<file path="src/hw/rtl/cat_pkg.sv">
// Shared types, constants and key builder for the card access table.
`timescale 1ns / 1ps

package cat_pkg;

    localparam int TABLE_ENTRIES_DEF = 64;
    localparam int UID_BYTES         = 7;

    localparam int UID_W       = 56;
    localparam int LEN_W       = 3;
    localparam int KEY_W       = LEN_W + UID_W;
    localparam int WIN_W       = 20;
    localparam int PULSE_W     = 16;
    localparam int ELAPSED_W   = 21;
    localparam int COUNT_OUT_W = 7;
    localparam int CFG_IDX_W   = 2;
    localparam int CFG_DATA_W  = 20;

    localparam logic [WIN_W-1:0]     WINDOW_RESET = 20'd20000;
    localparam logic [PULSE_W-1:0]   PULSE_RESET  = 16'd3000;

    // register indexes on the configuration channel
    localparam logic [CFG_IDX_W-1:0] CFG_ENROLL_WINDOW = 2'd0;
    localparam logic [CFG_IDX_W-1:0] CFG_RELAY_PULSE   = 2'd1;

    typedef enum logic [1:0] {
        OP_TICK,
        OP_CARD,
        OP_ENROLL,
        OP_OPEN
    } op_t;

    typedef enum logic [2:0] {
        EV_NONE,
        EV_AUTH,
        EV_UNKNOWN,
        EV_SAVED,
        EV_EXISTS,
        EV_FULL,
        EV_TIMEOUT,
        EV_ACCEPT
    } ev_t;

    typedef struct packed {
        op_t              opcode;
        logic [UID_W-1:0] card_uid;
        logic [LEN_W-1:0] uid_length;
    } cat_in_t;

    typedef struct packed {
        ev_t                    event_code;
        logic                   relay_on;
        logic                   enroll_active;
        logic [COUNT_OUT_W-1:0] stored_count;
    } cat_out_t;

    typedef struct packed {
        logic load;
        logic scan;
        logic apply;
    } ctrl_cmd_t;

    typedef struct packed {
        logic scan_done;
    } dp_status_t;

    typedef struct packed {
        logic                  we;
        logic [CFG_IDX_W-1:0]  index;
        logic [CFG_DATA_W-1:0] data;
    } cfg_wr_t;

    // length in the top bits, bytes beyond the length zeroed
    function automatic logic [KEY_W-1:0] make_key(input logic [UID_W-1:0] uid,
                                                  input logic [LEN_W-1:0] len);
        logic [LEN_W-1:0] n;
        logic [UID_W-1:0] masked;
        n = len;
        if (int'(n) > UID_BYTES)
            n = LEN_W'(UID_BYTES);
        for (int b = 0; b < UID_W / 8; b++)
            masked[b*8 +: 8] = (b < int'(n)) ? uid[b*8 +: 8] : 8'h00;
        return {n, masked};
    endfunction

endpackage

</file>
<file path="src/hw/rtl/cat_ram.sv">
// Generic single write port, single read port RAM with registered read.
`timescale 1ns / 1ps

module cat_ram #(
    parameter int WIDTH = 8,
    parameter int DEPTH = 64,
    localparam int AW = (DEPTH > 1) ? $clog2(DEPTH) : 1
) (
    input  logic             clk,
    input  logic             we,
    input  logic [AW-1:0]    waddr,
    input  logic [WIDTH-1:0] wdata,
    input  logic [AW-1:0]    raddr,
    output logic [WIDTH-1:0] rdata
);

    logic [WIDTH-1:0] mem [DEPTH];
    logic [WIDTH-1:0] rdata_reg;

    always_ff @(posedge clk)
    begin
        if (we)
            mem[waddr] <= wdata;
        rdata_reg <= mem[raddr];
    end

    assign rdata = rdata_reg;

endmodule

</file>
<file path="src/hw/rtl/cat_ctrl.sv">
// Sequencing state machine for the card access table.
`timescale 1ns / 1ps

module cat_ctrl (
    input  logic                  clk,
    input  logic                  rst_n,
    input  logic                  start,
    input  cat_pkg::op_t          op,
    input  cat_pkg::dp_status_t   status,
    output logic                  busy,
    output cat_pkg::ctrl_cmd_t    cmd
);

    import cat_pkg::*;

    typedef enum logic [1:0] {
        S_IDLE,
        S_SCAN,
        S_APPLY
    } state_t;

    state_t state_reg;
    logic   busy_reg;

    always_ff @(posedge clk or negedge rst_n)
    begin
        if (!rst_n)
        begin
            state_reg <= S_IDLE;
            busy_reg  <= 1'b0;
        end
        else
        begin
            unique case (state_reg)
                S_IDLE:
                begin
                    if (start)
                    begin
                        state_reg <= (op == OP_CARD) ? S_SCAN : S_APPLY;
                        busy_reg  <= 1'b1;
                    end
                end
                S_SCAN:
                begin
                    if (status.scan_done)
                        state_reg <= S_APPLY;
                end
                S_APPLY:
                begin
                    state_reg <= S_IDLE;
                    busy_reg  <= 1'b0;
                end
                default:
                begin
                    state_reg <= S_IDLE;
                    busy_reg  <= 1'b0;
                end
            endcase
        end
    end

    always_comb
    begin
        cmd.load  = (state_reg == S_IDLE) && start;
        cmd.scan  = (state_reg == S_SCAN);
        cmd.apply = (state_reg == S_APPLY);
    end

    assign busy = busy_reg;

endmodule

</file>
<file path="src/hw/rtl/cat_dp.sv">
// Datapath: ID table, lookup scan, mode/relay counters and result register.
`timescale 1ns / 1ps

module cat_dp #(
    parameter int TABLE_ENTRIES = cat_pkg::TABLE_ENTRIES_DEF
) (
    input  logic                  clk,
    input  logic                  rst_n,
    input  cat_pkg::cat_in_t      req,
    input  cat_pkg::ctrl_cmd_t    cmd,
    input  cat_pkg::cfg_wr_t      cfg,
    output cat_pkg::dp_status_t   status,
    output logic                  done,
    output cat_pkg::cat_out_t     rsp
);

    import cat_pkg::*;

    localparam int AW = (TABLE_ENTRIES > 1) ? $clog2(TABLE_ENTRIES) : 1;
    localparam int CW = $clog2(TABLE_ENTRIES + 1);
    localparam logic [CW-1:0] FULL_COUNT = CW'(TABLE_ENTRIES);

    // configuration
    logic [WIN_W-1:0]     window_reg;
    logic [PULSE_W-1:0]   pulse_reg;

    // mode and counters
    logic [CW-1:0]        count_reg,   count_next;
    logic                 enroll_reg,  enroll_next;
    logic [ELAPSED_W-1:0] elapsed_reg, elapsed_next;
    logic [PULSE_W-1:0]   relay_reg,   relay_next;

    // scan
    logic [CW-1:0]        idx_reg,  idx_next;
    logic                 pend_reg, pend_next;
    logic                 hit_reg,  hit_next;
    logic                 issue;

    // latched item and result
    op_t                  op_reg;
    logic [KEY_W-1:0]     key_reg;
    logic                 done_reg;
    cat_out_t             rsp_reg, rsp_next;
    ev_t                  ev;

    logic                 ram_we;
    logic [KEY_W-1:0]     ram_rdata;
    logic [ELAPSED_W-1:0] elapsed_inc;
    logic [CW+COUNT_OUT_W-1:0] count_ext;

    cat_ram #(
        .WIDTH (KEY_W),
        .DEPTH (TABLE_ENTRIES)
    ) u_table (
        .clk   (clk),
        .we    (ram_we),
        .waddr (count_reg[AW-1:0]),
        .wdata (key_reg),
        .raddr (idx_reg[AW-1:0]),
        .rdata (ram_rdata)
    );

    // lookup: one read issued per cycle, its entry compared in the next cycle
    assign issue = cmd.scan && !hit_reg && (idx_reg != count_reg);

    always_comb
    begin
        idx_next  = idx_reg;
        pend_next = issue;
        hit_next  = hit_reg | (pend_reg && (ram_rdata == key_reg));
        if (issue)
            idx_next = idx_reg + 1'b1;
        if (cmd.load)
        begin
            idx_next  = '0;
            pend_next = 1'b0;
            hit_next  = 1'b0;
        end
    end

    assign status.scan_done = !pend_reg && (hit_reg || (idx_reg == count_reg));

    assign elapsed_inc = elapsed_reg + 1'b1;

    always_comb
    begin
        count_next   = count_reg;
        enroll_next  = enroll_reg;
        elapsed_next = elapsed_reg;
        relay_next   = relay_reg;
        ram_we       = 1'b0;
        ev           = EV_NONE;
        if (cmd.apply)
        begin
            unique case (op_reg)
                OP_TICK:
                begin
                    if (relay_reg != '0)
                        relay_next = relay_reg - 1'b1;
                    if (enroll_reg)
                    begin
                        elapsed_next = elapsed_inc;
                        if (elapsed_inc > {1'b0, window_reg})
                        begin
                            enroll_next  = 1'b0;
                            elapsed_next = '0;
                            ev           = EV_TIMEOUT;
                        end
                    end
                end
                OP_CARD:
                begin
                    if (enroll_reg)
                    begin
                        if (hit_reg)
                            ev = EV_EXISTS;
                        else if (count_reg == FULL_COUNT)
                            ev = EV_FULL;
                        else
                        begin
                            ram_we     = 1'b1;
                            count_next = count_reg + 1'b1;
                            ev         = EV_SAVED;
                        end
                        enroll_next  = 1'b0;
                        elapsed_next = '0;
                    end
                    else if (hit_reg)
                    begin
                        relay_next = pulse_reg;
                        ev         = EV_AUTH;
                    end
                    else
                        ev = EV_UNKNOWN;
                end
                OP_ENROLL:
                begin
                    enroll_next  = 1'b1;
                    elapsed_next = '0;
                    ev           = EV_ACCEPT;
                end
                OP_OPEN:
                begin
                    relay_next = pulse_reg;
                    ev         = EV_ACCEPT;
                end
                default:
                    ev = EV_NONE;
            endcase
        end
    end

    assign count_ext = {{COUNT_OUT_W{1'b0}}, count_next};

    always_comb
    begin
        rsp_next.event_code    = ev;
        rsp_next.relay_on      = (relay_next != '0);
        rsp_next.enroll_active = enroll_next;
        rsp_next.stored_count  = count_ext[COUNT_OUT_W-1:0];
    end

    always_ff @(posedge clk or negedge rst_n)
    begin
        if (!rst_n)
        begin
            window_reg  <= WINDOW_RESET;
            pulse_reg   <= PULSE_RESET;
            count_reg   <= '0;
            enroll_reg  <= 1'b0;
            elapsed_reg <= '0;
            relay_reg   <= '0;
            idx_reg     <= '0;
            pend_reg    <= 1'b0;
            hit_reg     <= 1'b0;
            done_reg    <= 1'b0;
        end
        else
        begin
            if (cfg.we && (cfg.index == CFG_ENROLL_WINDOW))
                window_reg <= cfg.data[WIN_W-1:0];
            if (cfg.we && (cfg.index == CFG_RELAY_PULSE))
                pulse_reg <= cfg.data[PULSE_W-1:0];
            count_reg   <= count_next;
            enroll_reg  <= enroll_next;
            elapsed_reg <= elapsed_next;
            relay_reg   <= relay_next;
            idx_reg     <= idx_next;
            pend_reg    <= pend_next;
            hit_reg     <= hit_next;
            done_reg    <= cmd.apply;
        end
    end

    always_ff @(posedge clk)
    begin
        if (cmd.load)
        begin
            op_reg  <= req.opcode;
            key_reg <= make_key(req.card_uid, req.uid_length);
        end
        if (cmd.apply)
            rsp_reg <= rsp_next;
    end

    assign done = done_reg;
    assign rsp  = rsp_reg;

endmodule

</file>
<file path="src/hw/rtl/card_access_table_with_enroll.sv">
// Top level of the door access controller with card enrollment.
`timescale 1ns / 1ps

// Door access controller. An item is taken when start is high and busy is
// low; each item gives exactly one result, shown on rsp for one cycle with
// done high. The receiver cannot stall, so rsp must be captured on the done
// cycle. Time ticks, enroll and open-door commands go from accept through
// the apply state to done. A card read walks the ID table through its single
// read port, one entry per cycle with each compare in the cycle after its
// read, and stops early when a match turns up. Configuration writes are taken
// on any cycle (cfg_ready is always high) but should only be made while busy
// is low. The table needs no clearing after reset: only entries below the
// stored count are ever compared.
module card_access_table_with_enroll #(
    parameter int TABLE_ENTRIES = cat_pkg::TABLE_ENTRIES_DEF
) (
    input  logic                              clk,
    input  logic                              rst_n,
    // item transfer
    input  logic                              start,
    output logic                              busy,
    input  cat_pkg::cat_in_t                  req,
    // result transfer
    output logic                              done,
    output cat_pkg::cat_out_t                 rsp,
    // configuration transfer
    input  logic                              cfg_valid,
    output logic                              cfg_ready,
    input  logic [cat_pkg::CFG_IDX_W-1:0]     cfg_index,
    input  logic [cat_pkg::CFG_DATA_W-1:0]    cfg_data
);

    import cat_pkg::*;

    ctrl_cmd_t  cmd;
    dp_status_t status;
    cfg_wr_t    cfg;

    // registers are plain flops, so a write always lands
    assign cfg_ready = 1'b1;
    assign cfg.we    = cfg_valid && cfg_ready;
    assign cfg.index = cfg_index;
    assign cfg.data  = cfg_data;

    cat_ctrl u_ctrl (
        .clk    (clk),
        .rst_n  (rst_n),
        .start  (start),
        .op     (req.opcode),
        .status (status),
        .busy   (busy),
        .cmd    (cmd)
    );

    cat_dp #(
        .TABLE_ENTRIES (TABLE_ENTRIES)
    ) u_dp (
        .clk    (clk),
        .rst_n  (rst_n),
        .req    (req),
        .cmd    (cmd),
        .cfg    (cfg),
        .status (status),
        .done   (done),
        .rsp    (rsp)
    );

    // an accepted item always holds the block busy on the next cycle
    a_accept_busy: assert property (@(posedge clk) disable iff (!rst_n)
        (start && !busy) |=> busy)
        else $error("busy not raised after item accepted");

    // one result per item: strobe is a single cycle
    a_done_single: assert property (@(posedge clk) disable iff (!rst_n)
        done |=> !done)
        else $error("result strobe held for more than one cycle");

    // the result comes out exactly as the block frees up
    a_done_with_free: assert property (@(posedge clk) disable iff (!rst_n)
        done |-> (!busy && $past(busy)))
        else $error("result strobe not aligned with end of busy");

    // a saved card always closes the enroll window
    a_saved_closes: assert property (@(posedge clk) disable iff (!rst_n)
        (done && (rsp.event_code == EV_SAVED)) |-> !rsp.enroll_active)
        else $error("enroll window still open after card saved");

endmodule

</file>
<file path="config.mk">
export PLATFORM = sky130hd
export DESIGN_NAME = card_access_table_with_enroll
export DESIGN_NICKNAME = d
export VERILOG_FILES = /design/src/hw/rtl/cat_pkg.sv /design/src/hw/rtl/cat_ram.sv /design/src/hw/rtl/cat_ctrl.sv /design/src/hw/rtl/cat_dp.sv /design/src/hw/rtl/card_access_table_with_enroll.sv
export SDC_FILE = /design/constraint.sdc
export NUM_CORES = 2
export LEC_CHECK = 0
export CAP_MARGIN = 5
export CORE_MARGIN = 1
export CORE_UTILIZATION = 53
export CTS_CLUSTER_DIAMETER = 200
export DETAILED_ROUTE_END_ITERATION = 10
export DONT_BUFFER_PORTS = 1
export HOLD_SLACK_MARGIN = 0.12
export PLACE_DENSITY_LB_ADDON = 0.05
export SLEW_MARGIN = 10
export SYNTH_ARGS = -nofsm -noshare
export SYNTH_HDL_FRONTEND = slang
export SYNTH_SLANG_ARGS = --single-unit
</file>
<file path="constraint.sdc">
create_clock -name clk -period 7.8 [get_ports clk]
set_input_delay 1.17 -clock clk [delete_from_list [all_inputs] [get_ports clk]]
set_output_delay 1.17 -clock clk [all_outputs]
set_load 0.01 [all_outputs]
</file>
==> Yosys cells after proc, flatten, opt, wreduce, memory -nomap -nowiden <==
Memory sizes are Yosys's and may differ from the RTL's. A register that Yosys moved wholly into a read port is not among the register bits.
Index checks and enable logic that the tools add are counted.
{ "word_totals": {"reg_bits": 167, "ram_bits": 3776, "inputBits": 87, "output_inout_bits": 15, "wordCells": 118, "mem_count": 1} }
{ "mem_list": {"columns": ["memory", "depth", "word_bits", "rd", "rd_clocked_by_memory_dff", "write_ports", "line_no", "rtl"], "rows": [
  ["u_dp.u_table.mem", 64, 59, 1, 1, 1, "cat_ram.sv:17", "logic [WIDTH-1:0] mem [DEPTH];"]
]} }
{ "op_classes": {"n_addsub": 4, "order_cmp": 8, "n_eq_ne": 15, "mux": 42, "bitwise": 2, "n_reduce_logical": 21} }
{ "op_table": {"columns": ["op", "count"], "rows": [
  ["$mux W16", 4],
  ["$mux W21", 3],
  ["$pmux W21 S3", 1],
  ["$eq A59 B59 Y1", 1],
  ["$mux W7", 7],
  ["$pmux W16 S3", 1],
  ["$reduce_bool A16 Y1", 2],
  ["$add A21 B1 Y21 const B", 1],
  ["$gt A21 B20 Y1", 1],
  ["$sub A16 B1 Y16 const B", 1],
  ["$mux W3", 5],
  ["$add A7 B1 Y7 const B", 2],
  ["$mux W1", 13],
  ["$lt A3 B3 Y1 const A", 3],
  ["$pmux W3 S3", 1],
  ["$eq A2 B1 Y1 const B", 4],
  ["$mux W2", 4],
  ["$eq A7 B7 Y1", 1],
  ["$eq A7 B7 Y1 const B", 1],
  ["$logic_and A1 B1 Y1", 7],
  ["$ne A7 B7 Y1", 1],
  ["$eq A2 B2 Y1 const B", 3],
  ["$logic_not A2 Y1", 3],
  ["$lt A1 B3 Y1 const A", 2],
  ["15 further kinds", 20]
]} }

==> Longest topological paths before layout <==
{ "logic_depth": {"depth_word": 8, "depth_mapped": 17, "mapped_depth_nobuf": 15} }

==> By module <==
Synthesis repeated with hierarchy kept, for this count alone.
{ "unflattened": {"cells_unflattened": 6938, "area_unflattened_um2": 153159.4} }
{ "modules_own_cells": {"columns": ["module", "instances", "cells_each", "area_per_inst_um2", "seq_area_each_um2"], "rows": [
  ["cat_ram", 1, 6130, 144459.8, 114569.9],
  ["cat_dp", 1, 789, 8540.7, 4484.3],
  ["cat_ctrl", 1, 17, 147.6, 75.1],
  ["card_access_table_with_enroll", 1, 2, 11.3, 0.0]
]} }

==> Worst setup path after synthesis <==
OpenSTA, ideal clock, no wires.
{ "synth_timing": {"path_type": "flip-flop to flip-flop", "from": "register u_dp.op_reg[1]", "to": "memory u_dp.u_table.mem[62][0] (netlist bit), enable pin", "setup_ns": 0.476, "t_arrival_ns": 4.570, "t_required_ns": 7.324, "setup_slack_ns": 2.753, "path_stages_with_launch": 10, "n_path_buf": 2, "synth_period_minus_slack_ns": 5.047, "cell_sequence": "edfxtp_1 inv_1 ha_1 clkbuf_1 nand2_1 or3_1 clkbuf_1 nor2_1 nand3_1 nor2_1"} }
{ "synth_between": {"elab_chain_cells": 5} }
{ "synth_lines": {"columns": ["item", "line_no", "rtl"], "rows": [
  ["from (decl)", "cat_dp.sv:40", "op_t op_reg;"],
  ["from (signal assigned)", "cat_dp.sv:199", "op_reg <= req.opcode;"],
  ["$eq A2 B1 Y1", "cat_dp.sv:95", "unique case (op_reg)"],
  ["$mux W1", "cat_dp.sv:95", null],
  ["$mux W1", "cat_dp.sv:93", "if (cmd.apply)"],
  ["$mux W1", "cat_ram.sv:22", "if (we)"],
  ["$mux W1 (not written as such)", "cat_ram.sv:23", "mem[waddr] <= wdata;"],
  ["to (decl)", "cat_ram.sv:17", null]
]} }
Every way passes these cells.

==> Worst setup path after layout <==
{ "layout_timing": {"from": "register u_dp.count_reg[3]", "to": "memory u_dp.u_table.mem[11][2] (netlist bit), enable pin"} }
{ "layout_between": {"elab_chain_cells": 8} }
{ "layout_lines": {"columns": ["item", "line_no", "rtl"], "rows": [
  ["from (decl)", "cat_dp.sv:28", "logic [CW-1:0] count_reg, count_next;"],
  ["from (signal assigned)", "cat_dp.sv:184", "count_reg <= count_next;"],
  ["$eq A7 B7 Y1", "cat_dp.sv:117", "else if (count_reg == FULL_COUNT)"],
  ["$mux W1", "cat_dp.sv:117", null],
  ["$mux W1", "cat_dp.sv:115", "if (hit_reg)"],
  ["$mux W1", "cat_dp.sv:113", "if (enroll_reg)"],
  ["$mux W1", "cat_dp.sv:95", null],
  ["$mux W1", "cat_dp.sv:93", null],
  ["$mux W1", "cat_ram.sv:22", null],
  ["$mux W1 (not written as such)", "cat_ram.sv:23", null]
]} }
Several ways; a longest one is shown, not always the timed one.

==> impl_metrics.yaml <==
outcome:
  status: "completed"
sta:
  rsz0062_at_grt: "false"
  max_freq_ghz: 0.197
  hold_viol_final: 0
  worst_pin_slew_ns: 1.34
  relSlewSlack_pct: 10.1
  fin_setup_tns_ns: 0
  post-route-period-util_pct: 65.2
  finalSetupViolCount: 0
  period_minus_slack_ns: 5.09
  fin_skew_ns: 0.0673
  drv_slew: 0
logic_synthesis:
  synth_cells: 6260
  yosysWarnings: 0
  synth_seq_cells: 4002
  ys_types: 76
  postSynthNetCount: 6379
  ys_seq_area_share_pct: 78.0
  async_flop_share_pct: 2.35
  synth_area_mm2: 0.153
  synth_edf_count: 3849
  post_synth.cell_area_avg_um2: 24.4
  ys.flop_type: "edfxtp_1"
cts:
  clk-insertion-delay-late_ns: 0.98
  clk_path_buf_depth: 4
  cts_buffers: 406
  cts_hold_buf: 1
  tritoncts: "built"
  path_clk_slew_ns: 0.06
  postCtsSetupRepairBufs: 0
  post_cts.resized_instances: 0
  cts_sinks: 4002
  cts-root-buf: "clkbuf_16"
  htreeDepth: 5
placed_design:
  gp_congestion: 0.814
  dpl-instance-area_mm2: 0.159
  place_inst: 9929
  hpwl_um: 230000
  io_buffers: 0
global_routing:
  grt_antenna_before_repair: 26
  grt_pass1_vias: 70600
  grt.total_usage_pct: 28.6
  grt_pass1_wl_um: 573000
  grt_start_max_net_pins: 138
  grt-ovfl-total: 0
die:
  initial_core_util_pct: 53.4
  core-area_mm2: 0.286
  rows: 196
  dieHeight_um: 539
  boundaryPins: 102
  dieWidth_um: 539
  dieArea_mm2: 0.290
critical_path:
  critPathMaxFanout: 44
  regToRegStartpoint: "u_dp.count_reg[3]"
  worstSetupPathType: "register to register"
  worstSetupStartpointType: "register"
  crit_arrival_ns: 5.65
  rr_worst_depth: 6
  cp-end-kind: "register"
  r2r-end: "u_dp.u_table.mem[11][2]"
  required_ns: 8.36
  cp-startpoint: "u_dp.count_reg[3]"
  crit_end: "u_dp.u_table.mem[11][2]"
  r2r_slack_ns: 2.71
finish:
  largest_reg_flops: 3776
  final_cells: 10700
  nNetsFinal: 6695
  area_delta_synth_final_pct: 12.8
  final_core_util_pct: 60.3
  fillers: 19700
  layout-drive-gt1-share_pct: 31.2
  design_area_mm2: 0.172
power:
  peakVddDrop_mv: 0.198
  p_leak_nw: 52.2
  power_per_cell_area_mw_per_mm2: 287
min_path:
  hold_class: "primary input to async pin"
drt:
  drt-total-wl_um: 412000
  drt-pass1-iter-count: 6
  drt-wirelength-per-cell_um: 38.6
  first_iter_violations: 9105
  via_per_inst: 6.58
  drc_errors: 0
  detail-route-antenna-nets: 0
  vias: 70300
flow_run:
  max-cap-violations: 0
## layout make-up
type                       count  area [um^2]  share of cell area (%)
timing repair buffer         222         2350                    1.36
multi-input combinational   1889        32600                    18.9
tap                         3762         4710                    2.73
antenna                        8         20.0                  0.0116
sequential                  4002       119000                    69.2
clock buffer                 510        10800                    6.26
inverter                      55          206                   0.120
clock inverter               236         2400                    1.39
## how the worst min path moves through the flow
stage	slack (ns)	endpoint
after floorplan	0.48	u_dp.elapsed_reg[20]
after global placement	0.50	u_dp.elapsed_reg[20]
after detailed placement	0.50	u_dp.elapsed_reg[20]
after CTS	0.12	u_dp.done
after global routing	0.18	u_dp.relay_reg[14]
final	0.13	u_dp.done
## layout by cell type, fill, tap and decap left out, drive strengths merged, types with 5 or more instances in the layout
master / synthesis / layout
edfxtp: 3849 / 3849
mux4: 1239 / 1239
clkbuf: 189 / 510
buf: 125 / 222
clkinv: 0 / 166
nor2: 106 / 106
nand2: 85 / 85
dfrtp: 82 / 82
inv: 55 / 64
dfxtp: 59 / 59
xor2: 57 / 57
o21ai: 48 / 48
bufinv: 0 / 40
ha: 32 / 32
nor2b: 28 / 28
nand3: 27 / 27
xnor2: 23 / 23
nor3: 23 / 23
and3: 22 / 22
clkinvlp: 0 / 21
nor4: 21 / 21
nand4: 20 / 20
and2: 20 / 20
mux2: 17 / 17
a21oi: 15 / 15
dfstp: 12 / 12
diode: 0 / 8
a21o: 8 / 8
or3: 8 / 8
o31ai: 7 / 7
a221o: 6 / 6
a22oi: 6 / 6
o22ai: 5 / 5
## critical path, stage by stage, from the launching register on
cell,delay (ns)
dfrtp_1,0.54
or3_1,0.76
nor3_1,0.32
nor2_1,0.48
nand3_1,0.86
nor2_4,0.83
buf_4,0.71
## per-layer routing
| metal | vias up | wire length, um | GRT usage (%) |
|---|---|---|---|
| li1 | 27600 | - | - |
| met3 | 485 | 30700 | 4.47 |
| met1 | 39100 | 167000 | 41.3 |
| met5 | - | 48 | 0 |
| met4 | 8 | 9710 | 6.66 |
| met2 | 3112 | 205000 | 46.6 |
## synth_stat cells, drive strengths merged, types with 7 or more instances
cell type | number | area [um^2]
a21o | 8 | 60.1
a21oi | 15 | 78.8
and2 | 20 | 125
and3 | 22 | 138
buf | 125 | 597
clkbuf | 189 | 709
dfrtp | 82 | 2050
dfstp | 12 | 315
dfxtp | 59 | 1180
edfxtp | 3849 | 116000
ha | 32 | 400
inv | 55 | 206
mux2 | 17 | 191
mux4 | 1239 | 27900
nand2 | 85 | 319
nand3 | 27 | 135
nand4 | 20 | 131
nor2 | 106 | 400
nor2b | 28 | 175
nor3 | 23 | 115
nor4 | 21 | 138
o21ai | 48 | 240
o31ai | 7 | 52.6
or3 | 8 | 50.1
xnor2 | 23 | 201
xor2 | 57 | 499
## metrics by stage
| step | setup slack, ns | power (mW) | hold slack, ns |
|---|---|---|---|
| after floorplan | 2.75 | 28.5 | 0.475 |
| after CTS | 2.74 | 49.8 | 0.124 |
| after global routing | 2.48 | 50.8 | 0.176 |
| after detailed placement | 2.73 | 30.7 | 0.503 |
| after global placement | 2.92 | 30.5 | 0.496 |
| final | 2.71 | 49.5 | 0.127 |
## logic make-up after synthesis
| kind of cell | count (synthesis) | synth area share, % |
|---|---|---|
| muxes | 1258 | 18.4 |
| adders and majority gates | 32 | 0.262 |
| buffers and inverters | 369 | 0.991 |
| other | 1 | 0.00246 |
| AOI/OAI and AO/OA | 133 | 0.591 |
| DFF | 4002 | 78.0 |
| xor gates and xnor gates | 80 | 0.459 |
| and+or+nand+nor | 385 | 1.26 |
## power by group
part           switching [mW]  total, mW  internal [mW]
logic                    3.21       4.75           1.54
clock network            8.19       19.3           11.1
registers               0.386       25.4           25.0
total                    11.8       49.5           37.7
(Power assumes the default switching activity.)
